--- config.mk ---
export PLATFORM = sky130hd
export DESIGN_NAME = humidity_temp_edge_decoder_core
export DESIGN_NICKNAME = d
export VERILOG_FILES = /design/src/rtl/hted_pkg.sv /design/src/rtl/hted_frame.sv /design/src/rtl/hted_convert.sv /design/src/rtl/humidity_temp_edge_decoder_core.sv
export SDC_FILE = /design/constraint.sdc
export NUM_CORES = 1
export LEC_CHECK = 0
export BUFFER_PORTS_ARGS = -buffer_cell sky130_fd_sc_hd__buf_2
export CAP_MARGIN = 25
export CELL_PAD_IN_SITES_DETAIL_PLACEMENT = 1
export CELL_PAD_IN_SITES_GLOBAL_PLACEMENT = 2
export CORE_MARGIN = 2
export CORE_UTILIZATION = 41
export DETAILED_ROUTE_END_ITERATION = 8
export GPL_TIMING_DRIVEN = 0
export PLACE_DENSITY_LB_ADDON = 0.1
export SETUP_SLACK_MARGIN = 0.1
export SYNTH_ARGS = -nofsm -noshare
export SYNTH_HDL_FRONTEND = slang
export SYNTH_SLANG_ARGS = --single-unit
export TNS_END_PERCENT = 50
--- constraint.sdc ---
create_clock -name clk -period 9.24 [get_ports clk]
set_clock_uncertainty 0.2 [all_clocks]
set_input_delay 1.848 -clock clk [delete_from_list [all_inputs] [get_ports clk]]
set_output_delay 1.848 -clock clk [all_outputs]
set_load 0.01 [all_outputs]
--- src/rtl/hted_pkg.sv ---
// Package for the humidity/temperature edge decoder: codes, constants and the
// types passed between the frame tracker, the converter and the top level.
// No dependencies.
package hted_pkg;

    localparam int FRAME_BITS = 40;

    localparam logic [1:0] ACT_START   = 2'd0;
    localparam logic [1:0] ACT_EDGE    = 2'd1;
    localparam logic [1:0] ACT_TIMEOUT = 2'd2;

    localparam logic [1:0] ST_OK       = 2'd0;
    localparam logic [1:0] ST_HEADER   = 2'd1;
    localparam logic [1:0] ST_CHECKSUM = 2'd2;
    localparam logic [1:0] ST_TIMEOUT  = 2'd3;

    localparam logic REG_SENSOR_KIND   = 1'b0;
    localparam logic REG_BIT_THRESHOLD = 1'b1;

    localparam logic        SENSOR_KIND_RST   = 1'b1;
    localparam logic [15:0] BIT_THRESHOLD_RST = 16'd100;

    localparam logic [15:0] HEADER_MIN      = 16'd120;
    localparam logic [5:0]  EDGES_PER_FRAME = 6'd42;

    typedef struct packed {
        logic                  emit;
        logic                  timeout;
        logic                  header_bad;
        logic [FRAME_BITS-1:0] raw;
    } frame_evt_t;

    typedef struct packed {
        logic [1:0]            status;
        logic [15:0]           humidity_tenths;
        logic signed [15:0]    temperature_tenths;
        logic [FRAME_BITS-1:0] raw_frame;
    } result_t;

endpackage

--- src/rtl/hted_frame.sv ---
// Frame tracker: holds the per-frame state and collects the data bits from
// edge-to-edge periods. Depends on hted_pkg.
module hted_frame
    import hted_pkg::*;
(
    input  logic        clk,
    input  logic        rst_n,
    input  logic        step,
    input  logic [1:0]  action,
    input  logic [15:0] stamp,
    input  logic [15:0] bit_threshold,
    output frame_evt_t  evt
);

    logic                  active_reg, active_next;
    logic [5:0]            count_reg, count_next;
    logic [15:0]           last_reg, last_next;
    logic                  hbad_reg, hbad_next;
    logic [FRAME_BITS-1:0] shift_reg, shift_next;
    logic [15:0]           period;
    logic [5:0]            count_inc;

    assign period    = stamp - last_reg;
    assign count_inc = count_reg + 6'd1;

    always_comb
    begin
        active_next = active_reg;
        count_next  = count_reg;
        last_next   = last_reg;
        hbad_next   = hbad_reg;
        shift_next  = shift_reg;
        evt         = '0;
        if (step)
        begin
            if (action == ACT_START)
            begin
                active_next = 1'b1;
                count_next  = '0;
                hbad_next   = 1'b0;
                shift_next  = '0;
            end
            else if (action == ACT_TIMEOUT && active_reg)
            begin
                active_next = 1'b0;
                evt.emit    = 1'b1;
                evt.timeout = 1'b1;
            end
            else if (action == ACT_EDGE && active_reg)
            begin
                if (count_reg == 6'd1)
                begin
                    hbad_next = (period < HEADER_MIN);
                end
                else if (count_reg >= 6'd2)
                begin
                    shift_next = {shift_reg[FRAME_BITS-2:0], (period > bit_threshold)};
                end
                last_next  = stamp;
                count_next = count_inc;
                if (count_inc >= EDGES_PER_FRAME)
                begin
                    active_next = 1'b0;
                    evt.emit    = 1'b1;
                end
            end
        end
        evt.header_bad = hbad_next;
        evt.raw        = shift_next;
    end

    always_ff @(posedge clk or negedge rst_n)
    begin
        if (!rst_n)
        begin
            active_reg <= 1'b0;
            count_reg  <= '0;
            last_reg   <= '0;
            hbad_reg   <= 1'b0;
            shift_reg  <= '0;
        end
        else
        begin
            active_reg <= active_next;
            count_reg  <= count_next;
            last_reg   <= last_next;
            hbad_reg   <= hbad_next;
            shift_reg  <= shift_next;
        end
    end

endmodule

--- src/rtl/hted_convert.sv ---
// Result builder: checksum test and conversion of the frame bytes to tenths
// for either sensor format. Depends on hted_pkg.
module hted_convert
    import hted_pkg::*;
(
    input  frame_evt_t evt,
    input  logic       sensor_kind,
    output result_t    res
);

    logic [7:0]  b0, b1, b2, b3, b4;
    logic [7:0]  sum;
    logic [15:0] hum_int, tmp_int, mag;

    assign b0 = evt.raw[39:32];
    assign b1 = evt.raw[31:24];
    assign b2 = evt.raw[23:16];
    assign b3 = evt.raw[15:8];
    assign b4 = evt.raw[7:0];
    assign sum = b0 + b1 + b2 + b3;

    assign hum_int = {5'd0, b0, 3'd0} + {7'd0, b0, 1'b0} + {8'd0, b1};
    assign tmp_int = {5'd0, b2, 3'd0} + {7'd0, b2, 1'b0} + {12'd0, b3[3:0]};
    assign mag     = {1'b0, b2[6:0], b3};

    always_comb
    begin
        res.status             = ST_OK;
        res.humidity_tenths    = '0;
        res.temperature_tenths = '0;
        res.raw_frame          = evt.raw;
        priority if (evt.timeout)
        begin
            res.status    = ST_TIMEOUT;
            res.raw_frame = '0;
        end
        else if (evt.header_bad)
        begin
            res.status = ST_HEADER;
        end
        else if (sum != b4)
        begin
            res.status = ST_CHECKSUM;
        end
        else if (!sensor_kind)
        begin
            res.humidity_tenths    = hum_int;
            res.temperature_tenths = tmp_int;
        end
        else
        begin
            res.humidity_tenths    = {b0, b1};
            res.temperature_tenths = b2[7] ? (16'd0 - mag) : mag;
        end
    end

endmodule

--- src/rtl/humidity_temp_edge_decoder_core.sv ---
// Top level of the humidity/temperature edge decoder: input register, frame
// tracker, converter and result register. Depends on hted_pkg, hted_frame, hted_convert.
//
//  Channel   Direction  Payload
//  s_axis    in         tuser = action, tdata = stamp
//  m_axis    out        tuser = status, tdata = humidity, temperature, raw frame
//  cfg       in         index 0 sensor_kind, index 1 bit_threshold
//
// One transaction per cycle sustained while m_axis is not stalled; a result reaches m_axis
// through the input register, then the result register.
// Frame state updates in the cycle an item leaves the input register.
// Reset clears frame state; sensor_kind resets to 1, bit_threshold to 100.
// A stalled m_axis holds the result; s_axis stalls only while both registers are full.
module humidity_temp_edge_decoder_core
    import hted_pkg::*;
(
    input  logic        clk,
    input  logic        rst_n,
    input  logic        s_axis_tvalid,
    output logic        s_axis_tready,
    input  logic [15:0] s_axis_tdata,   // [15:0] stamp
    input  logic [1:0]  s_axis_tuser,   // [1:0] action
    output logic        m_axis_tvalid,
    input  logic        m_axis_tready,
    output logic [71:0] m_axis_tdata,   // [15:0] humidity_tenths, [31:16] temperature_tenths,
                                        // [71:32] raw_frame
    output logic [1:0]  m_axis_tuser,   // [1:0] status
    input  logic        cfg_we,
    input  logic        cfg_index,
    input  logic [15:0] cfg_data
);

    logic        kind_reg;
    logic [15:0] thresh_reg;
    logic        in_valid_reg;
    logic [1:0]  in_action_reg;
    logic [15:0] in_stamp_reg;
    logic        out_valid_reg;
    result_t     out_reg;
    logic        out_load;
    logic        adv;
    frame_evt_t  evt;
    result_t     res;

    assign out_load      = !out_valid_reg || m_axis_tready;
    assign adv           = in_valid_reg && out_load;
    assign s_axis_tready = !in_valid_reg || adv;

    always_ff @(posedge clk or negedge rst_n)
    begin
        if (!rst_n)
        begin
            kind_reg   <= SENSOR_KIND_RST;
            thresh_reg <= BIT_THRESHOLD_RST;
        end
        else if (cfg_we)
        begin
            unique case (cfg_index)
                REG_SENSOR_KIND:   kind_reg   <= cfg_data[0];
                REG_BIT_THRESHOLD: thresh_reg <= cfg_data;
                default:           ;
            endcase
        end
    end

    always_ff @(posedge clk or negedge rst_n)
    begin
        if (!rst_n)
        begin
            in_valid_reg <= 1'b0;
        end
        else if (s_axis_tready)
        begin
            in_valid_reg <= s_axis_tvalid;
        end
    end

    always_ff @(posedge clk)
    begin
        if (s_axis_tvalid && s_axis_tready)
        begin
            in_action_reg <= s_axis_tuser;
            in_stamp_reg  <= s_axis_tdata;
        end
    end

    hted_frame u_frame (
        .clk           (clk),
        .rst_n         (rst_n),
        .step          (adv),
        .action        (in_action_reg),
        .stamp         (in_stamp_reg),
        .bit_threshold (thresh_reg),
        .evt           (evt)
    );

    hted_convert u_convert (
        .evt         (evt),
        .sensor_kind (kind_reg),
        .res         (res)
    );

    always_ff @(posedge clk or negedge rst_n)
    begin
        if (!rst_n)
        begin
            out_valid_reg <= 1'b0;
        end
        else if (out_load)
        begin
            out_valid_reg <= adv && evt.emit;
        end
    end

    always_ff @(posedge clk)
    begin
        if (out_load && adv && evt.emit)
        begin
            out_reg <= res;
        end
    end

    assign m_axis_tvalid = out_valid_reg;
    assign m_axis_tuser  = out_reg.status;
    assign m_axis_tdata  = {out_reg.raw_frame, out_reg.temperature_tenths,
                            out_reg.humidity_tenths};

endmodule

Word level (Yosys, flattened, before mapping)
Cells that the tools add are included.

operators by class
  order comparisons = 4
  reductions and logical operators = 22
  bitwise logic cells = 3
  $add $sub $neg = 10
  multiplexer cells = 28
  eq/ne operators = 5

operators with widths
  operator                                                     count
  two-way mux 40 bit                                           6
  two-way mux 32 bit                                           1
  adder 11 x 9 -> 12 bit                                       2
  adder 8 bit                                                  3
  two-way mux 6 bit                                            3
  adder 16 x 4 -> 16 bit                                       1
  adder 16 x 8 -> 16 bit                                       1
  greater-than comparator 16 bit                               1
  less-than comparator 16 x 7 -> 1 bit, second input constant  1
  two-way mux 16 bit                                           1
  subtractor 1 x 15 -> 16 bit, first input constant            1
  subtractor 16 bit                                            1
  two-way mux 1 bit                                            13
  two-way mux 2 bit                                            4
  inequality test 8 bit                                        1
  logical AND 1 bit                                            7
  adder 6 x 1 -> 6 bit, second input constant                  1
  equality test 6 x 1 -> 1 bit, second input constant          1
  >= comparator 6 x 2 -> 1 bit, second input constant          1
  >= comparator 6 bit, second input constant                   1
  AND reduction 3 bit                                          2
  nonzero test 3 bit                                           2
  AND reduction 2 bit                                          2
  AND reduction 4 bit                                          1
  other kinds (10)                                             14

storage, ports and cells
  input port bits = 40
  output and inout port bits = 76
  register bits = 175

Longest topological paths before layout
  depth in word-level cells = 14
  gate-level depth with buffers = 26
  mapped depth without buffers = 22

Modules after synthesis
Synthesis repeated with hierarchy kept, for this count alone.

unflattened totals
  cells, all modules = 943
  area total of the unflattened synthesis = 10116.0 µm²

by module, submodules not included
  module                           cells an instance  area each (µm²)  times used
  hted_frame                       459                3846.2           1
  humidity_temp_edge_decoder_core  139                3555.9           1
  hted_convert                     345                2713.9           1

Least setup slack after synthesis
Ideal clock, no wire load.

  kind = in2reg
  from = input m_axis_tready
  to = register out_reg (netlist bit m_axis_tdata[9]), data pin
  arrival = 7067 ps
  stages on the path = 22
  setup time = 158 ps
  slack = 1815 ps
  buffers on the path = 5
  data required time = 8882 ps
  cell sequence = nor2b_1 -> or3_1 -> buf_2 -> nor2_2 -> clkbuf_1 -> clkbuf_1 -> nand2_1 -> a21oi_1 -> fa_1 -> fa_1 -> ha_1 -> fa_1 -> a21oi_1 -> nor2_1 -> nor2_1 -> o21ai_0 -> xnor3_1 -> a2111o_1 -> or3b_1 -> buf_2 -> buf_6 -> a211oi_2

RTL lines
  item                    line                                    text
  start: declaration      humidity_temp_edge_decoder_core.sv:24   input logic m_axis_tready,
  end signal: assignment  humidity_temp_edge_decoder_core.sv:119  out_reg <= res;
  end: declaration        humidity_temp_edge_decoder_core.sv:39   result_t out_reg;

==> impl_metrics.env <==
export IMPL_fmaxAchievable_mhz=119.1
export IMPL_critPathMaxStageDelay_ns=0.62
export IMPL_finalMaxSlewViolations=0
export IMPL_synth_area_sq_um=10460
export IMPL_switching_share_pct=35.36
export IMPL_max_slew_margin_rel_pct=38.64
export IMPL_worst_path_max_fanout=10
export IMPL_run_status="complete, no violations"
export IMPL_fin_total_pwr_w=0.002506
export IMPL_syn_area_per_cell_sq_um=10.22
export IMPL_p_sw_w=0.0008859
export IMPL_hp_class="reg2reg"
export IMPL_period_needed_ns=8.394
export IMPL_synth_xor_area_share_pct=5.070
export IMPL_fp_row_count=58
export IMPL_hold_path_cell_count=2
export IMPL_critical_path_reg2reg_endpoint="m_axis_tdata[31]$_SDFFCE_PP0P_"
export IMPL_async_reset_ff_share_pct=47.43
export IMPL_layout_worst_path_cycle_share_pct=90.84
export IMPL_cellLeakagePower_nw=5.438
export IMPL_post_cts_setup_buffer_count=0
export IMPL_critical_path_slowest_cell="fa_1"
export IMPL_worst_r2r_cell_count=21
export IMPL_antenna_violations_before_repair=0
export IMPL_htree_levels=4
export IMPL_largest_reg_flops=72
export IMPL_synth_warnings=0
export IMPL_die_height_um=163.8
export IMPL_first_global_vias=8306
export IMPL_cts_clk_slew_worst_paths_ns=0.07
export IMPL_worst_pin_slew_ns=0.9203
export IMPL_share_of_cell_area_taken_by_muxes_after_synthesis_pct=4.042
export IMPL_critPathTopFamily="buffers and inverters"
export IMPL_power_combinational_fraction_pct=32.4
export IMPL_drt_pass1_iter_count=4
export IMPL_setup_repair_after_global_routing_missed_its_margin="no"
export IMPL_wl_mm=29.51
export IMPL_gpl_final_weighted_congestion=0.8165
export IMPL_max_clock_path_buffers=2
export IMPL_critPathRequiredTime_ns=9.25
export IMPL_antennaDiodeCount=0
export IMPL_cts_sinks=175
export IMPL_route_detailed_vias_per_inst=5.301
export IMPL_number_of_flops_mapped_to_enable_cells_by_yosys=92
export IMPL_start_kind="input port"
export IMPL_cp_data_arrival_time_ns=8.40
export IMPL_synthTopCellsByArea="edfxtp_1, dfrtp_1, ha_1"
export IMPL_initial_utilization_pct=41.67
export IMPL_cts_hold_buffers=0
export IMPL_groute_usage_overall_pct=22.93
export IMPL_timing_final_hold_violations=0
export IMPL_remaining_drc_errors=0
export IMPL_synth_compound_gate_area_share_pct=13.72
export IMPL_synth_top_cells_by_count="nor2_1, inv_1, edfxtp_1"
export IMPL_path_buf_inv=5
export IMPL_tritoncts="yes"
export IMPL_post_synthesis_simple_gate_area_fraction_pct=14.33
export IMPL_most_frequently_used_cell_type_in_the_post_synthesis_netlist="nor2_1"
export IMPL_route_vias_total=7973
export IMPL_vdd_ir_drop_max_v=0.00009078
export IMPL_power_density_nw_per_um2=206.7
export IMPL_initialDrtViolationCount=343
export IMPL_boundaryPins=116
export IMPL_grt_overflow_total=0
export IMPL_synth_yosys_seq_area_share_pct=46.30
export IMPL_synth_largest_area_cell="edfxtp_1"
export IMPL_min_hold_slack_ns=0.3028
export IMPL_inserted_clock_buffers=17
export IMPL_timing_critical_path_depth=21
export IMPL_floorplan_die_area_sq_um=26820
export IMPL_register_to_register_setup_slack_ns=1.91
export IMPL_final_layout_size_suffix_gt1_share_pct=18.40
export IMPL_postSynthRegisterBits=175
export IMPL_min_delay_start="u_frame.last_reg[0]$_DFFE_PN0P_"
export IMPL_synth_main_ff_cell="edfxtp_1"
export IMPL_clock_tree_root_cell="clkbuf_16"
export IMPL_yosys_area_top_type_share_pct=26.40
export IMPL_yosys_area_share_adder_pct=11.29
export IMPL_max_cap_violations=0
export IMPL_setup_tns_final_ns=0
export IMPL_final_nets=1284
export IMPL_io_buffers=115
export IMPL_instances_no_fill=1504
export IMPL_crit_reg2reg_launch="u_frame.count_reg[4]$_DFFE_PN0P_"
export IMPL_chipWidth_um=163.8
export IMPL_synth_lib_cells_used_distinct=73
export IMPL_number_of_cells_in_the_design_after_placement=1472
export IMPL_postSynthCellCount=1024
export IMPL_postCtsResizedCells=0
export IMPL_critical_path_class="in2reg"
export IMPL_detail_route_antenna_nets=0
export IMPL_cellInternalPower_w=0.001620
export IMPL_setup_worst_path_start="m_axis_tready"
export IMPL_worstPathCellList="buf_2 > nand2b_1 > nand3b_1 > nor2_1 > clkbuf_1 > clkbuf_1 > buf_1 > a21oi_1 > fa_1 > fa_1 > ha_1 > fa_1 > a21oi_1 > nor2_1 > nor2_1 > o21ai_0 > xnor3_1 > a2111o_1 > or3b_1 > buf_2 > nor4_1"
export IMPL_synth_top_family_by_area="simple AND/OR/NAND/NOR gates"
export IMPL_design_core_area_sq_um=25110
export IMPL_wire_length_of_the_first_global_routing_pass_mm=46.62
export IMPL_route_detailed_wl_per_inst_um=19.62
export IMPL_grt_max_degree=54
export IMPL_setup_violations_final=0
export IMPL_seq_power_share_pct=37.5
export IMPL_final_util_pct=48.28
export IMPL_worst_skew_pair_late_latency_ns=0.44
export IMPL_areaGrowthSynthToFinish_pct=15.86
export IMPL_syn_nets=1147
export IMPL_detailedPlacementHpwl_mm=22.45
export IMPL_critPathCaptureType="flop"
export IMPL_power_clock_fraction_pct=30.1
export IMPL_whs_endpoint="u_frame.last_reg[0]$_DFFE_PN0P_"
-- kinds of logic after synthesis --
group / count (synthesis)
flip-flops: 175
AO/OA/AOI/OAI: 213
multiplexers: 40
adder cells (fa/ha/maj): 83
XOR/XNOR: 59
buffers and inverters: 139
AND/OR/NAND/NOR: 315
-- worst max path at each step --
stage	to
global route	m_axis_tdata[31]$_SDFFCE_PP0P_
CTS	m_axis_tdata[31]$_SDFFCE_PP0P_
detailed placement	m_axis_tdata[31]$_SDFFCE_PP0P_
finish	m_axis_tdata[31]$_SDFFCE_PP0P_
floorplan	m_axis_tdata[9]$_SDFFCE_PP0P_
global placement	m_axis_tdata[31]$_SDFFCE_PP0P_
-- layer usage --
layer	GRT usage, %	up-vias	share of wire (%)
li1	-	3842	-
met1	30.97	3971	46
met2	38.85	131	49
met3	3.510	29	3.3
met4	5.463	0	1.2
met5	0	-	0
-- power by group through the flow --
stage               clock, W  combinational (W)  sequential, W
floorplan                  0           0.000565       0.000953
global placement           0           0.000792       0.000954
detailed placement         0           0.000812       0.000955
CTS                 0.000768           0.000821       0.000940
global route        0.000797           0.000915       0.000949
finish              0.000754           0.000813       0.000939
-- cell type report --
class                           count  area [sq um]
Fill cell                        2900         12990
Multi-Input combinational cell    710          5069
Tap cell                          330         412.9
Inverter                           96         362.8
Clock buffer                       17         425.4
Buffer                             43         190.2
Clock inverter                     15         177.7
Sequential cell                   175          4845
Timing Repair Buffer              118         640.6
-- metrics by stage --
step / worst slack [ns] / cell area (sq um)
floorplan: 1.815 / 10460
detailed placement: 0.5420 / 11520
finish: 0.8463 / 12120
global route: 0.3211 / 12120
global placement: 0.4375 / 11450
CTS: 0.8888 / 12120
-- worst min-delay path: cells and delay by family, from the launching register on --
family	cells	cell delay (ns)
AOI/OAI and AO/OA	1	0.06
and+or+nand+nor	1	0.05
DFF	1	0.36
-- placed cells by master, fill, tap and decap left out, types with 8 or more instances in the layout --
| cell type | Yosys | routed |
|---|---|---|
| o21ai_0 | 45 | 45 |
| xnor2_1 | 37 | 37 |
| a211oi_1 | 11 | 11 |
| a211oi_2 | 8 | 8 |
| mux2i_1 | 22 | 22 |
| xor2_1 | 21 | 21 |
| fa_1 | 19 | 19 |
| nor3_1 | 20 | 20 |
| clkbuf_1 | 32 | 32 |
| or2_2 | 12 | 12 |
| ha_1 | 64 | 64 |
| a21o_1 | 15 | 15 |
| nor2_1 | 105 | 105 |
| edfxtp_1 | 92 | 92 |
| a21oi_1 | 61 | 61 |
| buf_2 | 5 | 119 |
| mux2_2 | 18 | 18 |
| inv_1 | 95 | 94 |
| nor2b_1 | 24 | 24 |
| dfrtp_1 | 79 | 79 |
| nand3_1 | 8 | 8 |
| and2_1 | 8 | 8 |
| nand2_1 | 88 | 88 |
| clkbuf_16 | 0 | 17 |
| o21a_1 | 10 | 10 |
Note: power is estimated with default switching activity, not from simulation.
